[src/rtl/bdte_pkg.sv]
// bdte_pkg.sv: constants, calendar tables and helpers for the date to epoch converter
`timescale 1ns / 1ps

package bdte_pkg;

  // stream payload widths, whole bytes
  localparam int IN_DATA_W  = 88;
  localparam int OUT_DATA_W = 96;

  // divide-by-constant unit: operand biased to a positive value below 2**23
  localparam int DIV_OFF_W  = 23;
  localparam int DIV_RCP_W  = 21;
  localparam int DIV_PROD_W = DIV_OFF_W + DIV_RCP_W;
  localparam int DIV_Q_W    = DIV_PROD_W - DIV_OFF_W;
  localparam int DIV_BIAS   = 3780000;  // multiple of 60, 24, 12 and 7

  // reciprocals floor(2**23 / d)
  localparam logic [DIV_RCP_W-1:0] RCP_60 = DIV_RCP_W'(139810);
  localparam logic [DIV_RCP_W-1:0] RCP_24 = DIV_RCP_W'(349525);
  localparam logic [DIV_RCP_W-1:0] RCP_12 = DIV_RCP_W'(699050);
  localparam logic [DIV_RCP_W-1:0] RCP_7  = DIV_RCP_W'(1198372);

  // bias expressed in quotient units, DIV_BIAS / d
  localparam logic [DIV_Q_W-1:0] QB_60 = DIV_Q_W'(DIV_BIAS / 60);
  localparam logic [DIV_Q_W-1:0] QB_24 = DIV_Q_W'(DIV_BIAS / 24);
  localparam logic [DIV_Q_W-1:0] QB_12 = DIV_Q_W'(DIV_BIAS / 12);
  localparam logic [DIV_Q_W-1:0] QB_7  = DIV_Q_W'(DIV_BIAS / 7);

  // four julian years always hold this many days, whatever the start month
  localparam logic signed [16:0] QUAD_DAYS = 17'sd1461;

  // days from 1900-01-01 to 1970-01-01
  localparam int EPOCH_DAY_OFS = 25568;

  // years since 1900 beyond this are flagged
  localparam logic signed [17:0] YEAR_LIMIT = 18'sd10000;

  // bias a signed operand into the divider range
  function automatic logic [DIV_OFF_W-1:0] div_load(input logic signed [23:0] x);
    return DIV_OFF_W'(x + DIV_BIAS);
  endfunction

  // month length, month 0 is january
  function automatic logic [4:0] days_in(input logic [3:0] m, input logic leap);
    logic [4:0] len;
    unique case (m)
      4'd1:                      len = leap ? 5'd29 : 5'd28;
      4'd3, 4'd5, 4'd8, 4'd10:   len = 5'd30;
      default:                   len = 5'd31;
    endcase
    return len;
  endfunction

  // days in the year before the first of month m, common year
  function automatic logic [8:0] days_before(input logic [3:0] m);
    logic [8:0] d;
    unique case (m)
      4'd0:    d = 9'd0;
      4'd1:    d = 9'd31;
      4'd2:    d = 9'd59;
      4'd3:    d = 9'd90;
      4'd4:    d = 9'd120;
      4'd5:    d = 9'd151;
      4'd6:    d = 9'd181;
      4'd7:    d = 9'd212;
      4'd8:    d = 9'd243;
      4'd9:    d = 9'd273;
      4'd10:   d = 9'd304;
      default: d = 9'd334;
    endcase
    return d;
  endfunction

endpackage

[src/rtl/broken_down_time_to_epoch.sv]
// broken_down_time_to_epoch.sv: broken-down date and time to seconds since 1970
`timescale 1ns / 1ps

// channel  dir  signals                        contents
// -------  ---  -----------------------------  ---------------------------------------
// input    in   s_tvalid s_tready s_tdata      second minute hour day month year
// output   out  m_tvalid m_tready m_tdata      epoch, normalized fields, yday, weekday
//                          m_tuser             out of range flag
//
// one item at a time; s_tready is high only while the sequencer is idle
// a calendar carry step moves four years while the day is over 1461 out, else one month
// the shared biased reciprocal divider (multiply, remainder, fix) runs five times
// a finished item waits in the output register; the next item may enter meanwhile
// rst is synchronous and clears the sequencer and m_tvalid only

module broken_down_time_to_epoch
  import bdte_pkg::*;
(
  input  logic                  clk,
  input  logic                  rst,
  input  logic                  s_tvalid,
  output logic                  s_tready,
  // second_in[15:0] minute_in[31:16] hour_in[47:32] day_in[63:48]
  // month_in[71:64] year_in[86:72], zero pad[87]
  input  logic [IN_DATA_W-1:0]  s_tdata,
  output logic                  m_tvalid,
  input  logic                  m_tready,
  // epoch_seconds[39:0] second_out[45:40] minute_out[51:46] hour_out[56:52]
  // day_out[61:57] month_out[65:62] year_out[80:66] year_day[89:81]
  // week_day[92:90], zero pad[95:93]
  output logic [OUT_DATA_W-1:0] m_tdata,
  // out_of_range[0]
  output logic                  m_tuser
);

  typedef enum logic [3:0] {
    ST_IDLE, ST_DV_MUL, ST_DV_REM, ST_DV_FIX, ST_CARRY,
    ST_YDAY, ST_DAYS, ST_EPOCH, ST_FINISH
  } state_t;

  // which field the divider is normalizing
  typedef enum logic [2:0] {T_SEC, T_MIN, T_HOUR, T_MON, T_WDAY} target_t;

  // one calendar carry step
  typedef enum logic [2:0] {C_BACK4, C_BACK1, C_FWD4, C_FWD1, C_DONE} carry_t;

  state_t  state;
  target_t target;

  // working fields
  logic signed [16:0] sec, minute, hour, day;
  logic signed [7:0]  mon;
  logic signed [17:0] year;
  logic        [8:0]  yday;
  logic               oor;
  logic signed [23:0] ydays, days;
  logic        [2:0]  wday;
  logic signed [39:0] eprod;
  logic        [16:0] tod;

  // divider registers
  logic [DIV_OFF_W-1:0]  div_off;
  logic [DIV_PROD_W-1:0] div_prod;
  logic [DIV_Q_W-1:0]    div_q;
  logic [7:0]            div_r;

  // divider constants by target
  logic [6:0]           div_d;
  logic [DIV_RCP_W-1:0] div_m;
  logic [DIV_Q_W-1:0]   div_qb;

  always_comb begin
    unique case (target)
      T_SEC, T_MIN: begin div_d = 7'd60; div_m = RCP_60; div_qb = QB_60; end
      T_HOUR:       begin div_d = 7'd24; div_m = RCP_24; div_qb = QB_24; end
      T_MON:        begin div_d = 7'd12; div_m = RCP_12; div_qb = QB_12; end
      T_WDAY:       begin div_d = 7'd7;  div_m = RCP_7;  div_qb = QB_7;  end
      default:      begin div_d = 7'd60; div_m = RCP_60; div_qb = QB_60; end
    endcase
  end

  // quotient estimate is exact or one low; remainder before correction
  logic [DIV_Q_W-1:0]   q_est;
  logic [27:0]          q_times_d;
  logic [DIV_OFF_W-1:0] r_wide;

  assign q_est     = div_prod[DIV_PROD_W-1:DIV_OFF_W];
  assign q_times_d = q_est * div_d;
  assign r_wide    = div_off - q_times_d[DIV_OFF_W-1:0];

  // correction and removal of the bias
  logic                 fix;
  logic [DIV_Q_W-1:0]   q_fix;
  logic [7:0]           r_fix;
  logic signed [21:0]   qs;
  logic signed [16:0]   qs17;

  assign fix   = (div_r >= {1'b0, div_d});
  assign q_fix = div_q + DIV_Q_W'(fix);
  assign r_fix = fix ? (div_r - {1'b0, div_d}) : div_r;
  assign qs    = signed'({1'b0, q_fix}) - signed'({1'b0, div_qb});
  assign qs17  = qs[16:0];

  // carried sums into the next larger unit
  logic signed [16:0] minute_sum, hour_sum, day_sum;
  logic signed [17:0] year_sum;

  assign minute_sum = minute + qs17;
  assign hour_sum   = hour + qs17;
  assign day_sum    = day + qs17;
  assign year_sum   = year + 18'(qs);

  // calendar carry: pick one step and one day addend
  logic [3:0]         m_cur, m_prev;
  logic signed [17:0] y_prev;
  logic [4:0]         len_cur, len_prev;
  carry_t             carry;
  logic signed [16:0] day_add;

  assign m_cur    = mon[3:0];
  assign m_prev   = (m_cur == 4'd0) ? 4'd11 : m_cur - 4'd1;
  assign y_prev   = (m_cur == 4'd0) ? year - 18'sd1 : year;
  assign len_cur  = days_in(m_cur, year[1:0] == 2'b00);
  assign len_prev = days_in(m_prev, y_prev[1:0] == 2'b00);

  always_comb begin
    day_add = '0;
    priority if (day <= -QUAD_DAYS) begin
      carry   = C_BACK4;
      day_add = QUAD_DAYS;
    end else if (day < 17'sd1) begin
      carry   = C_BACK1;
      day_add = signed'({12'b0, len_prev});
    end else if (day > QUAD_DAYS) begin
      carry   = C_FWD4;
      day_add = -QUAD_DAYS;
    end else if (day > signed'({12'b0, len_cur})) begin
      carry   = C_FWD1;
      day_add = -signed'({12'b0, len_cur});
    end else begin
      carry   = C_DONE;
    end
  end

  // day of year, days since 1970 and the final sum
  logic [8:0]         yday_c;
  logic signed [23:0] days_c;
  logic signed [39:0] epoch_c;

  assign yday_c  = 9'(day[4:0]) - 9'd1 + days_before(m_cur)
                   + 9'((m_cur > 4'd1) && (year[1:0] == 2'b00));
  assign days_c  = ydays + signed'({15'b0, yday});
  assign epoch_c = oor ? 40'sd0 : eprod + signed'({23'b0, tod});

  assign s_tready = (state == ST_IDLE);

  // sequencer, working registers and output register
  always_ff @(posedge clk) begin
    if (rst) begin
      state    <= ST_IDLE;
      m_tvalid <= 1'b0;
    end else begin
      if (m_tvalid && m_tready && (state != ST_FINISH)) begin
        m_tvalid <= 1'b0;
      end
      unique case (state)
        ST_IDLE: begin
          if (s_tvalid) begin
            sec     <= {s_tdata[15], s_tdata[15:0]};
            minute  <= {s_tdata[31], s_tdata[31:16]};
            hour    <= {s_tdata[47], s_tdata[47:32]};
            day     <= {s_tdata[63], s_tdata[63:48]};
            mon     <= s_tdata[71:64];
            year    <= {{3{s_tdata[86]}}, s_tdata[86:72]};
            div_off <= div_load({{8{s_tdata[15]}}, s_tdata[15:0]});
            target  <= T_SEC;
            state   <= ST_DV_MUL;
          end
        end
        ST_DV_MUL: begin
          div_prod <= div_off * div_m;
          state    <= ST_DV_REM;
        end
        ST_DV_REM: begin
          div_q <= q_est;
          div_r <= r_wide[7:0];
          state <= ST_DV_FIX;
        end
        ST_DV_FIX: begin
          unique case (target)
            T_SEC: begin
              sec     <= signed'({9'b0, r_fix});
              minute  <= minute_sum;
              div_off <= div_load(24'(minute_sum));
              target  <= T_MIN;
              state   <= ST_DV_MUL;
            end
            T_MIN: begin
              minute  <= signed'({9'b0, r_fix});
              hour    <= hour_sum;
              div_off <= div_load(24'(hour_sum));
              target  <= T_HOUR;
              state   <= ST_DV_MUL;
            end
            T_HOUR: begin
              hour    <= signed'({9'b0, r_fix});
              day     <= day_sum;
              div_off <= div_load(24'(mon));
              target  <= T_MON;
              state   <= ST_DV_MUL;
            end
            T_MON: begin
              mon   <= signed'(r_fix);
              year  <= year_sum;
              state <= ST_CARRY;
            end
            T_WDAY: begin
              wday  <= r_fix[2:0];
              state <= ST_EPOCH;
            end
            default: begin
              state <= ST_IDLE;
            end
          endcase
        end
        ST_CARRY: begin
          day <= day + day_add;
          unique case (carry)
            C_BACK4: year <= year - 18'sd4;
            C_BACK1: begin
              mon  <= signed'({4'b0, m_prev});
              year <= y_prev;
            end
            C_FWD4:  year <= year + 18'sd4;
            C_FWD1: begin
              if (m_cur == 4'd11) begin
                mon  <= '0;
                year <= year + 18'sd1;
              end else begin
                mon <= signed'({4'b0, m_cur + 4'd1});
              end
            end
            C_DONE:  state <= ST_YDAY;
            default: state <= ST_YDAY;
          endcase
        end
        ST_YDAY: begin
          yday  <= yday_c;
          oor   <= (year > YEAR_LIMIT) || (year < -YEAR_LIMIT);
          ydays <= 24'(365 * year + ((year + 18'sd3) >>> 2) - EPOCH_DAY_OFS);
          state <= ST_DAYS;
        end
        ST_DAYS: begin
          days    <= days_c;
          div_off <= div_load(days_c + 24'sd4);
          target  <= T_WDAY;
          state   <= ST_DV_MUL;
        end
        ST_EPOCH: begin
          eprod <= 40'(40'(days) * 40'sd86400);
          tod   <= 17'(hour * 3600 + minute * 60 + sec);
          state <= ST_FINISH;
        end
        ST_FINISH: begin
          if (!m_tvalid || m_tready) begin
            m_tdata  <= {3'b000, (oor ? 3'd0 : wday), yday, year[14:0], mon[3:0],
                         day[4:0], hour[4:0], minute[5:0], sec[5:0], epoch_c};
            m_tuser  <= oor;
            m_tvalid <= 1'b1;
            state    <= ST_IDLE;
          end
        end
        default: state <= ST_IDLE;
      endcase
    end
  end

`ifndef SYNTHESIS
  // corrected remainder always lies below the divisor
  a_div_rem: assert property (@(posedge clk) disable iff (rst)
    (state == ST_DV_FIX) |-> (r_fix < {1'b0, div_d}))
    else $error("divider remainder out of range");

  // month stays normalized through the calendar carry
  a_carry_mon: assert property (@(posedge clk) disable iff (rst)
    (state == ST_CARRY) |-> (mon[7:4] == 4'd0) && (mon[3:0] < 4'd12))
    else $error("month out of range during carry");

  // a shown item has a real day, month and weekday
  a_out_fields: assert property (@(posedge clk) disable iff (rst)
    m_tvalid |-> (m_tdata[61:57] != 5'd0) && (m_tdata[65:62] < 4'd12)
                 && (m_tdata[92:90] < 3'd7))
    else $error("output fields out of range");

  // a finished item reaches the output and frees the input side
  a_finish: assert property (@(posedge clk) disable iff (rst)
    (state == ST_FINISH) && (!m_tvalid || m_tready) |=> m_tvalid && s_tready)
    else $error("finished item not delivered");
`endif

endmodule

[config.mk]
export PLATFORM = sky130hd
export DESIGN_NAME = broken_down_time_to_epoch
export DESIGN_NICKNAME = d
export VERILOG_FILES = /design/src/rtl/bdte_pkg.sv /design/src/rtl/broken_down_time_to_epoch.sv
export SDC_FILE = /design/constraint.sdc
export NUM_CORES = 2
export LEC_CHECK = 0
export BUFFER_PORTS_ARGS = -buffer_cell sky130_fd_sc_hd__buf_2
export CAP_MARGIN = 15
export CORE_UTILIZATION = 65
export CTS_BUF_LIST = sky130_fd_sc_hd__clkbuf_8
export DETAILED_ROUTE_END_ITERATION = 8
export PLACE_DENSITY_LB_ADDON = 0.08
export SLEW_MARGIN = 20
export SYNTH_ARGS = -nofsm -noshare
export SYNTH_HDL_FRONTEND = slang
export SYNTH_SLANG_ARGS = --single-unit
[constraint.sdc]
create_clock -name clk -period 10.6 [get_ports clk]
set_input_delay 0.53 -clock clk [delete_from_list [all_inputs] [get_ports clk]]
set_output_delay 0.53 -clock clk [all_outputs]
set_load 0.01 [all_outputs]
**Word-level counts from Yosys, hierarchy flattened**

Memories as Yosys holds them, arrays and structs flattened. A register that Yosys moved wholly into a read port is not among the register bits.
Index checks and enable logic that the tools add are counted.

- Bits of input ports: 92
- Output and inout port bits: 99
- Bits in read-only memories: 144
- Bits in registers: 400
- Memories kept: 1
- Word-level logic and storage cells: 202

Memories:

| memory | words | bits a word | read ports | clocked after Yosys merged registers in | wr ports | RTL line | source |
|---|---|---|---|---|---|---|---|
| (name not given) | 16 | 9 | 1 | 1 | 0 | bdte_pkg.sv:57 | `unique case (m)` |

- Magnitude comparators: 8
- Bitwise gates (word level): 1
- Reductions and logical operators: 35
- Equal/unequal tests: 40
- Add/sub/neg operators: 32
- Muxes and demuxes: 55
- Multipliers: 6

Operators by type and width:

| kind | count |
|---|---|
| 17-bit 2-to-1 mux | 10 |
| 17-bit case mux with 2 select lines | 5 |
| 23-bit case mux with 3 select lines | 2 |
| 18-bit case mux with 3 select lines | 2 |
| 17-bit adder | 6 |
| 18-bit 2-to-1 mux | 4 |
| 18-bit case mux with 4 select lines | 1 |
| 21-bit case mux with 3 select lines | 1 |
| 17-bit case mux with 3 select lines | 1 |
| 17-bit by 23-bit adder with 23-bit output, second input constant | 2 |
| 23-bit by 21-bit multiplier with 44-bit output | 1 |
| 40-bit by 18-bit adder with 40-bit output | 1 |
| 4-bit case mux with 9 select lines | 1 |
| 24-bit by 11-bit multiplier with 33-bit output, second input constant | 1 |
| 3-bit case mux with 3 select lines | 3 |
| 24-bit by 10-bit adder with 24-bit output | 1 |
| 24-bit by 17-bit adder with 24-bit output | 1 |
| 4-bit by 3-bit equality test with 1-bit output, second input constant | 6 |
| 4-bit equality test, second input constant | 6 |
| 10-bit by 18-bit multiplier with 24-bit output, first input constant | 1 |
| 4-bit 2-to-1 mux | 6 |
| 8-bit 2-to-1 mux | 3 |
| 8-bit case mux with 3 select lines | 1 |
| 24-bit by 16-bit subtractor with 24-bit output, second input constant | 1 |
| other kinds (64) | 110 |

**Logic depth before layout (Yosys ltp)**

- Depth after elaboration: 12
- Mapped depth: 36

**Worst setup path before layout**

OpenSTA, ideal clock, no wires.

- Path type: reg2reg
- From: reg target[1]
- To: reg div_prod[31] (data pin)
- Data required time: 10,342 ps
- Clock period less this slack: 8,295 ps
- Path buffers: 5
- Data arrival time: 8,037 ps
- Stages on the path, launching flop included: 32
- Library setup time: 258 ps
- Path slack: 2,305 ps
- Cells stage by stage: edfxtp_1 > clkbuf_1 > nor2b_1 > buf_2 > nand2b_1 > inv_1 > clkbuf_1 > clkbuf_1 > clkbuf_1 > nand2_1 > inv_1 > fa_1 > fa_1 > fa_1 > fa_1 > inv_1 > fa_1 > inv_1 > fa_1 > fa_1 > ha_1 > a21o_1 > a21oi_1 > nor3_1 > o31a_1 > o31a_1 > o21ai_0 > a21oi_1 > a211oi_1 > o21bai_1 > a21oi_1 > xnor2_1

- Word-level cells in the longest chain between the ends: 3
- Elaborated cells between the ends (all ways): 5

RTL lines:

| item | RTL line | source |
|---|---|---|
| start: declaration | broken_down_time_to_epoch.sv:48 | `target_t target;` |
| start signal: assignment | broken_down_time_to_epoch.sv:176 | `target <= T_SEC;` |
| start signal: assignment | broken_down_time_to_epoch.sv:195 | `target <= T_MIN;` |
| start signal: assignment | broken_down_time_to_epoch.sv:202 | `target <= T_HOUR;` |
| 3-bit equality test / 3-bit by 2-bit equality test with 1-bit output (equally long branches) | broken_down_time_to_epoch.sv:73 | `unique case (target)` |
| 21-bit case mux with 3 select lines (*) | broken_down_time_to_epoch.sv:73 |  |
| 23-bit by 21-bit multiplier with 44-bit output (*) | broken_down_time_to_epoch.sv:181 | `div_prod <= div_off * div_m;` |
| end signal: assignment | broken_down_time_to_epoch.sv:181 |  |
| end: declaration | broken_down_time_to_epoch.sv:63 | `logic [DIV_PROD_W-1:0] div_prod;` |

Every way passes the cells marked *; elsewhere a longest branch is shown, timed or not.
A chain may end at the register's enable or synchronous reset.

**Final worst setup path**

Same ends and word-level chain as after synthesis.

==> results.json <==
{
  "ant_nets": 0,
  "seq_area_frac_synth": 0.240,
  "clock_path_buffers": 3,
  "start_util": 0.659,
  "cts_tree": "yes",
  "grt_pass1_wl_um": 207000,
  "arrival_ps": 9830,
  "worstPathRequired_ps": 11010,
  "synth_area_mm2": 0.0473,
  "period_minus_slack_ps": 9420,
  "seqCellArea_mm2": 0.0113,
  "routed_wl_um": 136000,
  "drive_gt1_frac": 0.0794,
  "ys_seq_elements": 382,
  "synthXorXnorAreaFrac": 0.0589,
  "ioPinCount": 191,
  "die-area_mm2": 0.0738,
  "cp-end-kind": "flip-flop",
  "crit_fanout": 13,
  "placed_area_mm2": 0.0495,
  "synth_top_family_by_area": "adder cells",
  "die_x_um": 272,
  "worst_hold_path_type": "in -> reg",
  "yosysWarnings": 0,
  "synth_mux_area_frac": 0.00447,
  "cts-htree-levels": 3,
  "synth_ff_type": "edfxtp_1",
  "final_core_util": 0.709,
  "antenna_found_initial": 10,
  "fillers": 5616,
  "vias": 35600,
  "drt-pass1-iter-count": 6,
  "outcome": "complete, no violations",
  "crit_type": "reg -> reg",
  "routabilityCongestion": 1.03,
  "synth-simple-area-share": 0.0972,
  "cp_slowest_cell": "fa_1",
  "cts_sinks": 382,
  "grt_max_degree": 79,
  "synth_edf_count": 368,
  "setup_tns_ps": 0,
  "post_drt_wl_per_cell_um": 22.6,
  "core_region_area_mm2": 0.0717,
  "synth_compound_area_frac": 0.113,
  "max_slew_margin": 0.204,
  "max_stage_delay_ps": 550,
  "synth_fa_ha_area_frac": 0.399,
  "cts_made_buffers": 69,
  "clkLatencyLatePin_ps": 690,
  "fin_crit_sh": 0.889,
  "clkTransAtPathRegs_ps": 60,
  "critPathTopFamily": "adder cells",
  "grtUsageTotal": 0.376,
  "cts_root_buffer": "clkbuf_8",
  "drv_slew": 0,
  "final_area_mm2": 0.0509,
  "fin_nets": 6265,
  "overflow": 0,
  "area.growth.synth_to_final_pct": 7.62,
  "drtIter0Drc": 3452,
  "cts-resized-gates": 0,
  "multi_input_area_mm2": 0.0319,
  "setup_viol": 0,
  "path_buf_inv": 7,
  "critPathLaunchType": "flip-flop",
  "postSynth.asyncResetShare": 0,
  "max_cap_viol_count": 0,
  "yosysUniqueCellTypes": 92,
  "rsz0062_at_grt": "no",
  "tightestPinTransition_ps": 1180,
  "num_rows": 98,
  "timing.fmax_ghz": 0.106,
  "finalHoldViolCount": 0,
  "postCtsSetupBuffers": 0,
  "grt_pass1_vias": 35600,
  "die_y_um": 272,
  "dp_hpwl_um": 112000,
  "cp_common_cell": "fa_1",
  "fin_skew_ps": 40.4,
  "syn_inst": 4789,
  "port_buffers": 186,
  "whs_ps": 135,
  "drc": 0,
  "synth_area_per_cell_um2": 9.87,
  "cts_hold_buf": 0,
  "drt-vias-per-instance": 5.91
}
per-layer routing:
| metal | part of all wire | GRT usage |
|---|---|---|
| met4 | 0.048 | 0.163 |
| met5 | 0.00049 | 0 |
| met2 | 0.44 | 0.574 |
| met1 | 0.42 | 0.526 |
| met3 | 0.098 | 0.0723 |
cells by family (layout without fill, tap and decap cells):
group                      after synthesis  in the layout
and+or+nand+nor                        994            994
buffers and inverters                 1098           1372
other                                    1              4
adders and majority gates             1161           1161
xor gates and xnor gates               314            314
AOI/OAI and AO/OA                      819            819
muxes                                   20             20
DFF                                    382            382
worst register-to-register path, delay by kind of cell, from the launching register on:
family	cells	cell delay [ps]
fa+ha+maj	8	3720
compound gates	10	2340
buf+inv	7	1700
simple gates	4	770
flops	1	530
xor+xnor	1	90
per-stage QoR:
step           instances  worst slack [ps]
2_1_floorplan       4791              2310
3_3_place_gp        5891              1600
3_5_place_dp        5891              1420
4_1_cts             6015              1400
5_1_grt             6016               916
6_report            6016              1180
cell usage in the layout, fill, tap and decap left out, types with 27 or more instances in the layout:
master and n:
a21oi_1 197, nor2b_1 41, nand2_1 365, nor2_1 236
o31ai_1 28, o21bai_1 31, ha_1 583, a21o_1 61
a211oi_1 34, xor2_1 84, buf_4 56, xnor2_1 225
or3_1 27, nand3_1 65, and2_1 54, buf_2 186
and3_1 53, o21ai_0 199, fa_1 578, a31oi_1 35
inv_1 1019, o21a_1 30, edfxtp_1 368, clkbuf_8 69
nor3_1 56
worst paths after layout:
kind	slack, ps	start	to	cells after the start
max reg2reg	1180	target[1]	div_prod[31]	30
max	1180	target[1]	div_prod[31]	30
min	130	s_tdata[78]	year[6]	3
min reg2reg	420	div_prod[39]	div_q[16]	0
layout make-up:
type                    count  area share
clock inverters            55     0.00777
inverters                1005      0.0741
multi-input cells        3311       0.626
clock buffers              69      0.0187
flip-flops and latches    382       0.223
repair buffers            243      0.0269
diodes                      1   0.0000492
well taps                 950      0.0234
sequential cells by signal (all words and copies together), names as in the netlist, 3 cells and up, named ones only:
signal	count
wday	3
eprod	33
state	4
minute	17
div_q	18
hour	17
days	24
target	3
tod	17
day	17
year	18
m_tdata	93
div_r	8
div_prod	18
yday	9
sec	16
div_off	23
ydays	24
mon	8
Yosys cell counts, types with 54 or more instances:
| cell | n | area share |
|---|---|---|
| a21o_1 | 61 | 0.0097 |
| a21oi_1 | 200 | 0.021 |
| and2_1 | 54 | 0.0071 |
| clkbuf_1 | 73 | 0.0058 |
| edfxtp_1 | 368 | 0.23 |
| fa_1 | 578 | 0.24 |
| ha_1 | 583 | 0.15 |
| inv_1 | 1003 | 0.080 |
| nand2_1 | 365 | 0.029 |
| nand3_1 | 65 | 0.0069 |
| nor2_1 | 241 | 0.019 |
| nor3_1 | 58 | 0.0061 |
| o21ai_0 | 199 | 0.021 |
| xnor2_1 | 227 | 0.042 |
| xor2_1 | 84 | 0.016 |
Power is not shown: default switching activity piles up to over one toggle a cycle in this logic, so the estimate is an artifact.
